--- config.mk ---
export PLATFORM = sky130hd
export DESIGN_NAME = arp_cache_resolver_unit_flat
export DESIGN_NICKNAME = d
export VERILOG_FILES = /design/src/hdl/acr_pkg.sv /design/src/hdl/acr_if.sv /design/src/hdl/acr_cell.sv /design/src/hdl/acr_chain.sv /design/src/hdl/arp_cache_resolver_unit.sv /design/src/flat_wrapper.sv
export SDC_FILE = /design/constraint.sdc
export NUM_CORES = 2
export LEC_CHECK = 0
export BUFFER_PORTS_ARGS = -buffer_cell sky130_fd_sc_hd__buf_4
export CORE_AREA = 8 8 611 613
export CTS_CLUSTER_SIZE = 14
export DETAILED_ROUTE_END_ITERATION = 10
export DIE_AREA = 0 0 619 621
export PLACE_DENSITY = 0.66
export SLEW_MARGIN = 20
export SYNTH_ARGS = -nofsm -noshare
export SYNTH_HDL_FRONTEND = slang
export SYNTH_HIERARCHICAL = 1
export SYNTH_SLANG_ARGS = --single-unit
--- constraint.sdc ---
create_clock -name clk_i -period 6.8 [get_ports clk_i]
set_clock_uncertainty 0.2 [all_clocks]
set_input_delay 1.36 -clock clk_i [delete_from_list [all_inputs] [get_ports clk_i]]
set_output_delay 1.36 -clock clk_i [all_outputs]
set_load 0.005 [all_outputs]
--- src/hdl/acr_pkg.sv ---
`default_nettype none
package acr_pkg;
  localparam int unsigned CacheEntries = 16;
  localparam int unsigned IdxW = $clog2(CacheEntries);
  localparam int unsigned CfgIdxW = 3;
  localparam int unsigned CfgDataW = 48;

  localparam logic [1:0] ReqPacket = 2'd0;
  localparam logic [1:0] ReqArp    = 2'd1;
  localparam logic [1:0] ReqTick   = 2'd2;
  localparam logic [1:0] ReqNone   = 2'd3;

  localparam logic [2:0] ActNone    = 3'd0;
  localparam logic [2:0] ActUnicast = 3'd1;
  localparam logic [2:0] ActBcast   = 3'd2;
  localparam logic [2:0] ActArpReq  = 3'd3;
  localparam logic [2:0] ActArpRep  = 3'd4;
  localparam logic [2:0] ActRelease = 3'd5;
  localparam logic [2:0] ActConflict = 3'd6;
  localparam logic [2:0] ActOwn     = 3'd7;

  localparam logic [CfgIdxW-1:0] CfgOwnIp0  = 3'd0;
  localparam logic [CfgIdxW-1:0] CfgOwnIp1  = 3'd1;
  localparam logic [CfgIdxW-1:0] CfgOwnMac0 = 3'd2;
  localparam logic [CfgIdxW-1:0] CfgOwnMac1 = 3'd3;
  localparam logic [CfgIdxW-1:0] CfgLife    = 3'd4;
  localparam logic [CfgIdxW-1:0] CfgStep    = 3'd5;

  localparam logic [47:0] MacBcast = 48'hFFFF_FFFF_FFFF;
  localparam logic [31:0] IpBcast  = 32'hFFFF_FFFF;

  typedef struct packed {
    logic [1:0]  req_type;
    logic        port;
    logic        arp_is_reply;
    logic [31:0] target_ip;
    logic [31:0] sender_ip;
    logic [47:0] sender_mac;
    logic [15:0] packet_handle;
    logic [10:0] packet_length;
  } req_t;

  typedef struct packed {
    logic [2:0]  action;
    logic        out_port;
    logic [47:0] dest_mac;
    logic [31:0] arp_target_ip;
    logic [15:0] out_handle;
    logic [10:0] out_length;
    logic        was_queued;
    logic        last;
  } rsp_t;

  // token passed along the cell row
  typedef struct packed {
    logic        vld;
    logic [1:0]  op;
    logic [31:0] ip;
    logic [47:0] mac;
    logic [10:0] life;
    logic [7:0]  step;
    logic        hit;
    logic        free_seen;
    logic [47:0] hit_mac;
  } tok_t;

  localparam logic [1:0] OpLookup = 2'd0;
  localparam logic [1:0] OpLearn  = 2'd1;
  localparam logic [1:0] OpAge    = 2'd2;
endpackage
`default_nettype wire

--- src/hdl/acr_if.sv ---
`default_nettype none
interface acr_req_if;
  import acr_pkg::*;
  logic valid;
  logic ready;
  req_t data;
  modport source (output valid, output data, input ready);
  modport sink (input valid, input data, output ready);
endinterface

interface acr_rsp_if;
  import acr_pkg::*;
  logic valid;
  logic ready;
  rsp_t data;
  modport source (output valid, output data, input ready);
  modport sink (input valid, input data, output ready);
endinterface
`default_nettype wire

--- src/hdl/acr_cell.sv ---
`default_nettype none
module acr_cell import acr_pkg::*; (
  input  wire logic clk_i,
  input  wire logic rst_ni,
  input  wire tok_t tok_i,
  output tok_t      tok_o
);
  logic        vld_q;
  logic [31:0] ip_q;
  logic [47:0] mac_q;
  logic [10:0] age_q;
  tok_t        tok_q, tok_d;
  logic        match, wr, age_en;

  // learn takes two passes: step[0] clear finds the entry, step[0] set writes;
  // free_seen on the write pass marks the write as done (or not wanted)
  always_comb begin
    tok_d = tok_i;
    match = vld_q && (ip_q == tok_i.ip);
    wr = 1'b0;
    if (tok_i.vld) begin
      unique case (tok_i.op)
        OpLookup: if (!tok_i.hit && match) begin
          tok_d.hit = 1'b1;
          tok_d.hit_mac = mac_q;
        end
        OpLearn: begin
          if (!tok_i.step[0]) begin
            if (!tok_i.hit && match) tok_d.hit = 1'b1;
          end else if (!tok_i.free_seen &&
                       ((tok_i.hit && match) || (!tok_i.hit && !vld_q))) begin
            wr = 1'b1;
            tok_d.free_seen = 1'b1;
          end
        end
        default: ;
      endcase
    end
    age_en = tok_i.vld && tok_i.op == OpAge && vld_q;
  end

  always_ff @(posedge clk_i or negedge rst_ni) begin
    if (!rst_ni) begin
      vld_q <= 1'b0;
      tok_q <= '0;
    end else begin
      tok_q <= tok_d;
      if (wr) vld_q <= 1'b1;
      else if (age_en && age_q <= {3'd0, tok_i.step}) vld_q <= 1'b0;
    end
  end

  always_ff @(posedge clk_i) begin
    if (wr) begin
      ip_q  <= tok_i.ip;
      mac_q <= tok_i.mac;
      age_q <= tok_i.life;
    end else if (age_en && age_q > {3'd0, tok_i.step}) begin
      age_q <= age_q - {3'd0, tok_i.step};
    end
  end

  assign tok_o = tok_q;
endmodule
`default_nettype wire

--- src/hdl/acr_chain.sv ---
`default_nettype none
module acr_chain import acr_pkg::*; (
  input  wire logic clk_i,
  input  wire logic rst_ni,
  input  wire tok_t tok_i,
  output tok_t      tok_o
);
  tok_t link [CacheEntries+1];
  assign link[0] = tok_i;
  for (genvar g = 0; g < CacheEntries; g++) begin : g_cell
    acr_cell u_cell (.clk_i, .rst_ni, .tok_i(link[g]), .tok_o(link[g+1]));
  end
  assign tok_o = link[CacheEntries];
endmodule
`default_nettype wire

--- src/hdl/arp_cache_resolver_unit.sv ---
`default_nettype none
// ARP resolver with a 16-entry IP-to-MAC cache held in a row of cells and a
// two-slot pending packet queue. Each cache access sends one token down the
// cell row, one cell per cycle; a lookup or aging item runs one pass and an
// ARP message two passes (find, then write). Input is taken only when idle,
// that is once the last item's passes are done and its results have been
// taken. Up to two results follow an item, held in an output register.
module arp_cache_resolver_unit import acr_pkg::*; (
  input  wire logic                clk_i,
  input  wire logic                rst_ni,
  acr_req_if.sink                  req,
  acr_rsp_if.source                rsp,
  input  wire logic                cfg_we_i,
  input  wire logic [CfgIdxW-1:0]  cfg_idx_i,
  input  wire logic [CfgDataW-1:0] cfg_data_i
);
  localparam logic [2:0] StIdle = 3'd0, StLook = 3'd1, StFind = 3'd2,
                         StWrite = 3'd3, StOut = 3'd4;

  logic [31:0] own_ip_q [2];
  logic [47:0] own_mac_q [2];
  logic [10:0] life_q;
  logic [7:0]  step_q;

  logic [2:0] st_q;
  req_t r_q;
  logic p;
  tok_t tin, tout;

  logic        pv_q [2];
  logic [31:0] pip_q [2];
  logic [15:0] ph_q [2];
  logic [10:0] pl_q [2];
  logic        pp_q [2];
  logic        wp_q, rp_q;

  rsp_t res_q [2];
  rsp_t out_w;
  logic [1:0] nres_q, oidx_q;
  logic out_v_q;

  assign p = r_q.port;
  acr_chain u_chain (.clk_i, .rst_ni, .tok_i(tin), .tok_o(tout));

  always_ff @(posedge clk_i or negedge rst_ni) begin
    if (!rst_ni) begin
      own_ip_q[0] <= '0; own_ip_q[1] <= '0;
      own_mac_q[0] <= '0; own_mac_q[1] <= '0;
      life_q <= 11'd1200; step_q <= 8'd5;
    end else if (cfg_we_i) begin
      unique case (cfg_idx_i)
        CfgOwnIp0:  own_ip_q[0] <= cfg_data_i[31:0];
        CfgOwnIp1:  own_ip_q[1] <= cfg_data_i[31:0];
        CfgOwnMac0: own_mac_q[0] <= cfg_data_i;
        CfgOwnMac1: own_mac_q[1] <= cfg_data_i;
        CfgLife:    life_q <= cfg_data_i[10:0];
        CfgStep:    step_q <= cfg_data_i[7:0];
        default: ;
      endcase
    end
  end

  always_comb begin
    out_w = res_q[oidx_q[0]];
    out_w.last = (oidx_q + 2'd1 == nres_q);
  end

  assign req.ready = (st_q == StIdle);
  assign rsp.valid = out_v_q;
  assign rsp.data  = out_w;

  function automatic rsp_t mk(logic [2:0] a, logic pt, logic [47:0] m, logic [31:0] t,
                              logic [15:0] h, logic [10:0] l, logic q);
    rsp_t x;
    x = '{a, pt, m, t, h, l, q, 1'b0};
    return x;
  endfunction

  // an ARP item always runs the find pass; whether it writes is decided after
  function automatic logic arp_learns(req_t r, logic [31:0] oip, logic [47:0] omac);
    if (!r.arp_is_reply) return (r.target_ip != oip) || (r.sender_mac != omac);
    return r.sender_ip != oip;
  endfunction

  always_comb begin
    tin = '0;
    tin.ip = r_q.target_ip;
    tin.mac = r_q.sender_mac;
    tin.life = life_q;
    tin.step = step_q;
    if (st_q == StIdle && req.valid) begin
      tin.vld = 1'b1;
      tin.ip = req.data.target_ip;
      unique case (req.data.req_type)
        ReqArp:    begin tin.op = OpLearn; tin.ip = req.data.sender_ip; tin.step = '0; end
        ReqTick:   tin.op = OpAge;
        ReqPacket: tin.op = OpLookup;
        default:   tin.vld = 1'b0;
      endcase
    end else if (st_q == StFind && tout.vld) begin
      // write pass; free_seen set up front when nothing is learned
      tin.vld = 1'b1;
      tin.op = OpLearn;
      tin.ip = r_q.sender_ip;
      tin.hit = tout.hit;
      tin.free_seen = !arp_learns(r_q, own_ip_q[p], own_mac_q[p]);
      tin.step = 8'd1;
    end
  end

  always_ff @(posedge clk_i or negedge rst_ni) begin
    if (!rst_ni) begin
      st_q <= StIdle; out_v_q <= 1'b0; nres_q <= '0; oidx_q <= '0;
      pv_q[0] <= 1'b0; pv_q[1] <= 1'b0; wp_q <= 1'b0; rp_q <= 1'b0;
    end else begin
      unique case (st_q)
        StIdle: if (req.valid) begin
          r_q <= req.data;
          if (req.data.req_type == ReqArp) st_q <= StFind;
          else if (req.data.req_type == ReqPacket || req.data.req_type == ReqTick)
            st_q <= StLook;
        end
        StLook: if (tout.vld) begin
          if (r_q.req_type == ReqTick) st_q <= StIdle;
          else begin
            nres_q <= 2'd1; oidx_q <= '0;
            if (r_q.target_ip == IpBcast)
              res_q[0] <= mk(ActBcast, p, MacBcast, '0, r_q.packet_handle,
                             r_q.packet_length, 1'b0);
            else if (tout.hit)
              res_q[0] <= mk(ActUnicast, p, tout.hit_mac, '0, r_q.packet_handle,
                             r_q.packet_length, 1'b0);
            else if (r_q.target_ip == own_ip_q[p])
              res_q[0] <= mk(ActArpReq, p, MacBcast, r_q.target_ip, '0, '0, 1'b0);
            else begin
              res_q[0] <= mk(ActArpReq, p, MacBcast, r_q.target_ip, '0, '0, !pv_q[wp_q]);
              if (!pv_q[wp_q]) begin
                pv_q[wp_q] <= 1'b1; pip_q[wp_q] <= r_q.target_ip;
                ph_q[wp_q] <= r_q.packet_handle; pl_q[wp_q] <= r_q.packet_length;
                pp_q[wp_q] <= p; wp_q <= !wp_q;
              end
            end
            out_v_q <= 1'b1; st_q <= StOut;
          end
        end
        StFind: if (tout.vld) begin
          st_q <= StWrite; oidx_q <= '0;
          if (!r_q.arp_is_reply) begin
            if (r_q.target_ip != own_ip_q[p]) nres_q <= '0;
            else if (r_q.sender_mac == own_mac_q[p]) begin
              res_q[0] <= mk(ActOwn, p, '0, '0, '0, '0, 1'b0);
              nres_q <= 2'd1;
            end else if (r_q.sender_ip == own_ip_q[p]) begin
              res_q[0] <= mk(ActConflict, p, '0, '0, '0, '0, 1'b0);
              res_q[1] <= mk(ActArpRep, p, r_q.sender_mac, r_q.sender_ip, '0, '0, 1'b0);
              nres_q <= 2'd2;
            end else begin
              res_q[0] <= mk(ActArpRep, p, r_q.sender_mac, r_q.sender_ip, '0, '0, 1'b0);
              nres_q <= 2'd1;
            end
          end else if (r_q.sender_ip == own_ip_q[p]) begin
            res_q[0] <= mk(ActConflict, p, '0, '0, '0, '0, 1'b0);
            nres_q <= 2'd1;
          end else if (pv_q[rp_q] && pip_q[rp_q] == r_q.sender_ip) begin
            res_q[0] <= mk(ActRelease, pp_q[rp_q], r_q.sender_mac, '0, ph_q[rp_q],
                           pl_q[rp_q], 1'b0);
            pv_q[rp_q] <= 1'b0;
            if (pv_q[!rp_q] && pip_q[!rp_q] == r_q.sender_ip) begin
              res_q[1] <= mk(ActRelease, pp_q[!rp_q], r_q.sender_mac, '0, ph_q[!rp_q],
                             pl_q[!rp_q], 1'b0);
              pv_q[!rp_q] <= 1'b0; nres_q <= 2'd2;
            end else begin
              nres_q <= 2'd1; rp_q <= !rp_q;
            end
          end else nres_q <= '0;
        end
        StWrite: if (tout.vld) begin
          if (nres_q != '0) begin out_v_q <= 1'b1; st_q <= StOut; end
          else st_q <= StIdle;
        end
        StOut: if (rsp.ready) begin
          if (oidx_q + 2'd1 == nres_q) begin out_v_q <= 1'b0; st_q <= StIdle; end
          else oidx_q <= oidx_q + 2'd1;
        end
        default: st_q <= StIdle;
      endcase
    end
  end
endmodule
`default_nettype wire

--- src/flat_wrapper.sv ---
// flat-port wrapper written by rule: the top's interface ports become plain ports
module arp_cache_resolver_unit_flat import acr_pkg::*;
  (clk_i, rst_ni, cfg_we_i, cfg_idx_i, cfg_data_i, req_valid, req_data, req_ready, rsp_valid, rsp_data, rsp_ready);
  acr_req_if req_i ();
  acr_rsp_if rsp_i ();
  input  wire logic clk_i;
  input  wire logic rst_ni;
  input  wire logic cfg_we_i;
  input  wire logic [CfgIdxW-1:0] cfg_idx_i;
  input  wire logic [CfgDataW-1:0] cfg_data_i;
  input wire logic [$bits(req_i.valid)-1:0] req_valid;
  input wire logic [$bits(req_i.data)-1:0] req_data;
  output wire logic [$bits(req_i.ready)-1:0] req_ready;
  output wire logic [$bits(rsp_i.valid)-1:0] rsp_valid;
  output wire logic [$bits(rsp_i.data)-1:0] rsp_data;
  input wire logic [$bits(rsp_i.ready)-1:0] rsp_ready;
  assign req_i.valid = req_valid;
  assign req_i.data = req_data;
  assign req_ready = req_i.ready;
  assign rsp_valid = rsp_i.valid;
  assign rsp_data = rsp_i.data;
  assign rsp_i.ready = rsp_ready;
  arp_cache_resolver_unit u_core (.clk_i(clk_i), .rst_ni(rst_ni), .req(req_i), .rsp(rsp_i), .cfg_we_i(cfg_we_i), .cfg_idx_i(cfg_idx_i), .cfg_data_i(cfg_data_i));
endmodule
# [Yosys cells after proc, flatten, opt, wreduce, memory -nomap -nowiden]
# Memories as Yosys holds them, arrays and structs flattened.
# Cells that the tools add are included.
[word_totals] mem_bits_rw=344 input_bits=199 regBits=4136 n_memories=5 wordCells=1134
[op_classes] mux=435 reduce_logical=302 add_sub_neg=17 n_lt_le_gt_ge=39 eq_ne=87 bitwise=25
[memory_table] name="u_core.res_q" words=2 word_bits=112 rd=1 rd_ports_with_merged_regs=0 wr=2 line="arp_cache_resolver_unit.sv:37" rtl="rsp_t res_q [2];"
[memory_table] name="u_core.pip_q" words=2 word_bits=32 rd=2 rd_ports_with_merged_regs=0 wr=1 line="arp_cache_resolver_unit.sv:31" rtl="logic [31:0] pip_q [2];"
[memory_table] name="u_core.ph_q" words=2 word_bits=16 rd=2 rd_ports_with_merged_regs=0 wr=1 line="arp_cache_resolver_unit.sv:32" rtl="logic [15:0] ph_q [2];"
[memory_table] name="u_core.pl_q" words=2 word_bits=11 rd=2 rd_ports_with_merged_regs=0 wr=1 line="arp_cache_resolver_unit.sv:33" rtl="logic [10:0] pl_q [2];"
[memory_table] name="u_core.pp_q" words=2 word_bits=1 rd=2 rd_ports_with_merged_regs=0 wr=1 line="arp_cache_resolver_unit.sv:34" rtl="logic pp_q [2];"
[ops] operator="2-to-1 mux 48 bit" n=35
[ops] operator="2-to-1 mux 112 bit" n=9
[ops] operator="2-to-1 mux 50 bit" n=16
[ops] operator="equality test 32 bit" n=20
[ops] operator="2-to-1 mux 11 bit" n=32
[ops] operator="2-to-1 mux 1 bit" n=272
[ops] operator="greater-than comparator 11 x 8 -> 1 bit" n=16
[ops] operator="less-or-equal comparator 11 x 8 -> 1 bit" n=16
[ops] operator="subtractor 11 x 8 -> 11 bit" n=16
[ops] operator="logical AND 1 bit" n=162
[ops] operator="2-to-1 mux 32 bit" n=4
[ops] operator="2-to-1 mux 35 bit" n=2
[ops] operator="nonzero test 2 bit" n=34
[ops] operator="!= test 32 bit" n=2
[ops] operator="2-to-1 mux 2 bit" n=27
[ops] operator="logical NOT 1 bit" n=52
[ops] operator="equality test 48 bit" n=1
[ops] operator="!= test 48 bit" n=1
[ops] operator="equality test 2 bit, second input constant" n=18
[ops] operator="equality test 2 x 1 -> 1 bit, second input constant" n=17
[ops] operator="logical NOT 2 bit" n=17
[ops] operator="equality test 32 bit, second input constant" n=1
[ops] operator="case mux 1 bit (2 select lines)" n=16
[ops] operator="2-to-1 mux 3 bit" n=10
[ops] operator="other kinds (33)" n=109

# [Longest topological paths before layout]
[logic_depth] ltp_word=22 depth_mapped=16 depth_no_buf=13

# [By module]
# Netlist, hierarchy kept.
[modules_own_cells] mod="acr_cell (u_core.u_chain.g_cell[12].u_cell ...)" area_each_um2=8293.0 seq_area_each_um2=6561.3 cells_per_inst=446 instances=13
[modules_own_cells] mod="arp_cache_resolver_unit" area_each_um2=30206.5 seq_area_each_um2=19321.0 cells_per_inst=2045 instances=1
[modules_own_cells] mod="acr_cell (u_core.u_chain.g_cell[0].u_cell ...)" area_each_um2=8291.7 seq_area_each_um2=6561.3 cells_per_inst=447 instances=3

# [Least setup slack after synthesis]
# Ideal clock, no wire load.
[synth_timing] path_kind="input-to-reg" startpoint="input req_data[141]" endpoint="register u_core.u_chain.g_cell[0].u_cell.age_q[0], data pin" n_path_buf=3 t_arrival_ps=5474 slack_ps=790 setup_time_ps=336 stages=14 cell_sequence="nor2b_1 > clkbuf_1 > clkbuf_1 > nand2_1 > a21oi_1 > a221o_1 > xnor2_1 > o221ai_1 > a2111o_1 > nor4_4 > a21oi_1 > buf_2 > inv_1 > mux2i_1"
[synth_lines] item="start, declared" line="flat_wrapper.sv:12" rtl="input wire logic [$bits(req_i.data)-1:0] req_data;"
[synth_lines] item="end signal, assigned" line="acr_cell.sv:57" rtl="age_q <= tok_i.life;"
[synth_lines] item="end signal, assigned" line="acr_cell.sv:59" rtl="age_q <= age_q - {3'd0, tok_i.step};"
[synth_lines] item="end, declared" line="acr_cell.sv:11" rtl="logic [10:0] age_q;"

==> metrics <==
Max Transition Viols Final 0; Initial DRC Count 6451; vias in the first global route 81.4k; WP data required 7.29 ns; CTS resizes 0; Synth-to-Final Area Change 14.1%; CTS clock-pin slew for the worst setup and hold paths 0.06 ns; peak supply drop 0.000231 V; final cycle utilization of the critical path 0.875; CP Buf/Inv Count 5; Final Hold Viols 0; CP Class reg -> reg; Fmax 168 MHz; CTS H-tree depth 5; endpoint type of the worst setup path flop; Min Hold Slack roughly 0.12 ns; worst slew pin tran roughly 1.1 ns; initial antenna violation count 16; Clk pwr share 0.389; core footprint between 300000 and 400000 sq um; hold_buf cts 0; placer's final routability congestion estimate about 0.91; Psw 13400 uW; Ys Warns 6; Die H 621 microns; post-route minimum period between 5 and 6 ns; M1 GR Usage 0.252; PwrDens 322 nW/um^2; critical-path cell list buf_12, mux2i_1, xnor2_1, nor4_1, nand4_1, nor3_2, buf_4, a22oi_1, nor2_1, inv_1, and4b_1, a21oi_2, clkinv_2, buf_12; share of cells above drive strength 1 0.237; RSZ-0062 raised after global routing no; status completed; sequential share of power 0.536; Crit path top cell by count buf_12; worst path arrival time 6.44 ns; number of CTS-inserted buffers between 400 and 500; final setup fails 0; area of the die 384000 sq um; Worst Setup Slack, final 0.849 ns; port bufs 313; Mean Syn Cell Area 17.7 sq um; root buffer cell clkbuf_16; worst hold path class in -> async; routed len/inst 23.2 microns; setup bufs post-CTS 0; row cnt 222; clock buffer depth 4; detailed-route wire length 347000 microns; Sw Ratio 0.228; Clock Sinks roughly 4.5k; CP max FO 84; Startpoint Class flop; DR vias/cell 5.14; CTS tree built; Slew HR 0.256; setup TNS 0 ns; critical path's slowest cell clkinv_2; GR Overflow Total 0; pre-CTS WS 0.858 ns; drt pass-1 iters 6; max incr delay on CP just under 0.8 ns; vias 77.0k; Final #Nets 10.1k; Top Family by Delay on Critical Path buffers and inverters; Cell Area, Synth between 150000 and 200000 sq um; DRT antenna net count 0; # DRC 0; first-pass GRT wire length 525000 microns; Clock Latency Late Sink approximately 0.96 ns; # IOs 314; All-Layer GR Usage 0.178; met3 Resource Use GR 0.0259; Die Width 619 microns; Int Power 45400 uW; met2 usage 0.284; crit path from u_core/p$_DFFE_PP_; placed wire-length estimate roughly 230000 microns; global route hottest layer met2; Comb power frac 0.074; max cap viols 0; worst flop-to-flop path startpoint u_core/p$_DFFE_PP_; Initial Util 0.441; Syn Inst Count roughly 9.1k; leakage dissipation about 0.073 uW; largest net degree at the start of global routing 167
## through the flow
stage	area, sq um	total power, uW	util	std cells
finish	183000	58800	0.503	15000
global route	183000	61100	0.502	14900
CTS	183000	59400	0.502	14900
detailed placement	169000	36400	0.465	14200
global placement	169000	36200	0.464	14200
floorplan	160000	34500	-	9127
## state kept, by name, summed over array words and instances, names as in the netlist
name,cells
u_core/p,1
u_core/oidx_q,2
u_core/pip_q,64
u_core/u_chain/g_cell.u_cell/tok_o,2330
u_core/rp_q,1
u_core/u_chain/g_cell.u_cell/age_q,176
u_core/own_mac_q,96
u_core/own_ip_q,64
u_core/u_chain/g_cell.u_cell/ip_q,512
u_core/pl_q,22
u_core/pv_q,2
u_core/life_q,11
u_core/u_chain/g_cell.u_cell/vld_q,16
u_core/nres_q,2
u_core/res_q,221
u_core/pp_q,2
u_core/step_q,8
u_core/st_q,3
u_core/u_chain/g_cell.u_cell/mac_q,768
u_core/ph_q,32
u_core/r_q,142
u_core/rsp.valid,1
u_core/wp_q,1
## worst reg2reg max path, delay by kind of cell, from the launching register on
kind | cells | cell delay, ns
buffers and inverters | 5 | 2.12
AND/OR/NAND/NOR | 5 | 1.88
AO/OA/AOI/OAI | 2 | 0.68
flip-flops | 1 | 0.38
multiplexers | 1 | 0.35
XOR/XNOR | 1 | 0.08
## placed cells by master (no fill, tap or decap), types with 34 or more instances in the layout
cell type / instances
o22ai_1: 65
nand4_1: 83
a22o_1: 64
o21ai_0: 93
nand2b_1: 37
clkbuf_1: 130
inv_1: 408
nor3_1: 54
ha_1: 128
clkbuf_8: 76
buf_4: 431
and2_1: 56
mux2_4: 320
a21o_1: 49
a221o_1: 49
o2bb2ai_1: 91
dfrtp_1: 2529
nand2_1: 137
mux2_2: 883
xor2_1: 290
edfxtp_1: 1940
a211oi_1: 34
xnor2_1: 367
a21oi_1: 177
conb_1: 48
nor4_1: 115
clkbuf_16: 430
clkinv_2: 86
mux2i_1: 228
nor2_1: 235
## routing by layer
layer / vias up / wire (microns)
met3: 585 / 17300
li1: 34200 / -
met4: 4 / 12700
met1: 40200 / 154000
met5: - / 30
met2: 1962 / 163000
## final cells by class
cell class / count / area, sq um
Multi-Input combinational cell: 3985 / 36000
Clock inverter: 154 / 1470
Clock buffer: 636 / 12300
Sequential cell: 4477 / 122000
Antenna cell: 10 / 25.0
Tap cell: 4816 / 6030
Timing Repair Buffer: 456 / 3710
Inverter: 424 / 1610
Fill cell: 29300 / 181000
## power by group through the flow
stage / combinational (uW) / clock [uW] / sequential (uW)
floorplan: 3120 / 0 / 31400
global placement: 4230 / 0 / 32000
detailed placement: 4370 / 0 / 32100
CTS: 4410 / 23400 / 31500
global route: 4860 / 24500 / 31800
finish: 4370 / 22900 / 31500
## worst paths after layout
| check | to | slack [ns] | cells after the start |
|---|---|---|---|
| min in group clk_i | u_core/u_chain/g_cell[12].u_cell/tok_o[102]$_DFF_PN0_ | 0.15 | 0 |
| max | u_core/u_chain/g_cell[0].u_cell/mac_q[24]$_DFFE_PP_ | 0.85 | 14 |
| max in group asynchronous | u_core/life_q[6]$_DFFE_PN0P_ | 3.43 | 4 |
| max reg2reg | u_core/u_chain/g_cell[0].u_cell/mac_q[24]$_DFFE_PP_ | 0.85 | 14 |
| min reg2reg | u_core/u_chain/g_cell[12].u_cell/tok_o[102]$_DFF_PN0_ | 0.15 | 0 |
| min | u_core/u_chain/g_cell[12].u_cell/tok_o[20]$_DFF_PN0_ | 0.12 | 1 |
(Power assumes the default switching activity.)
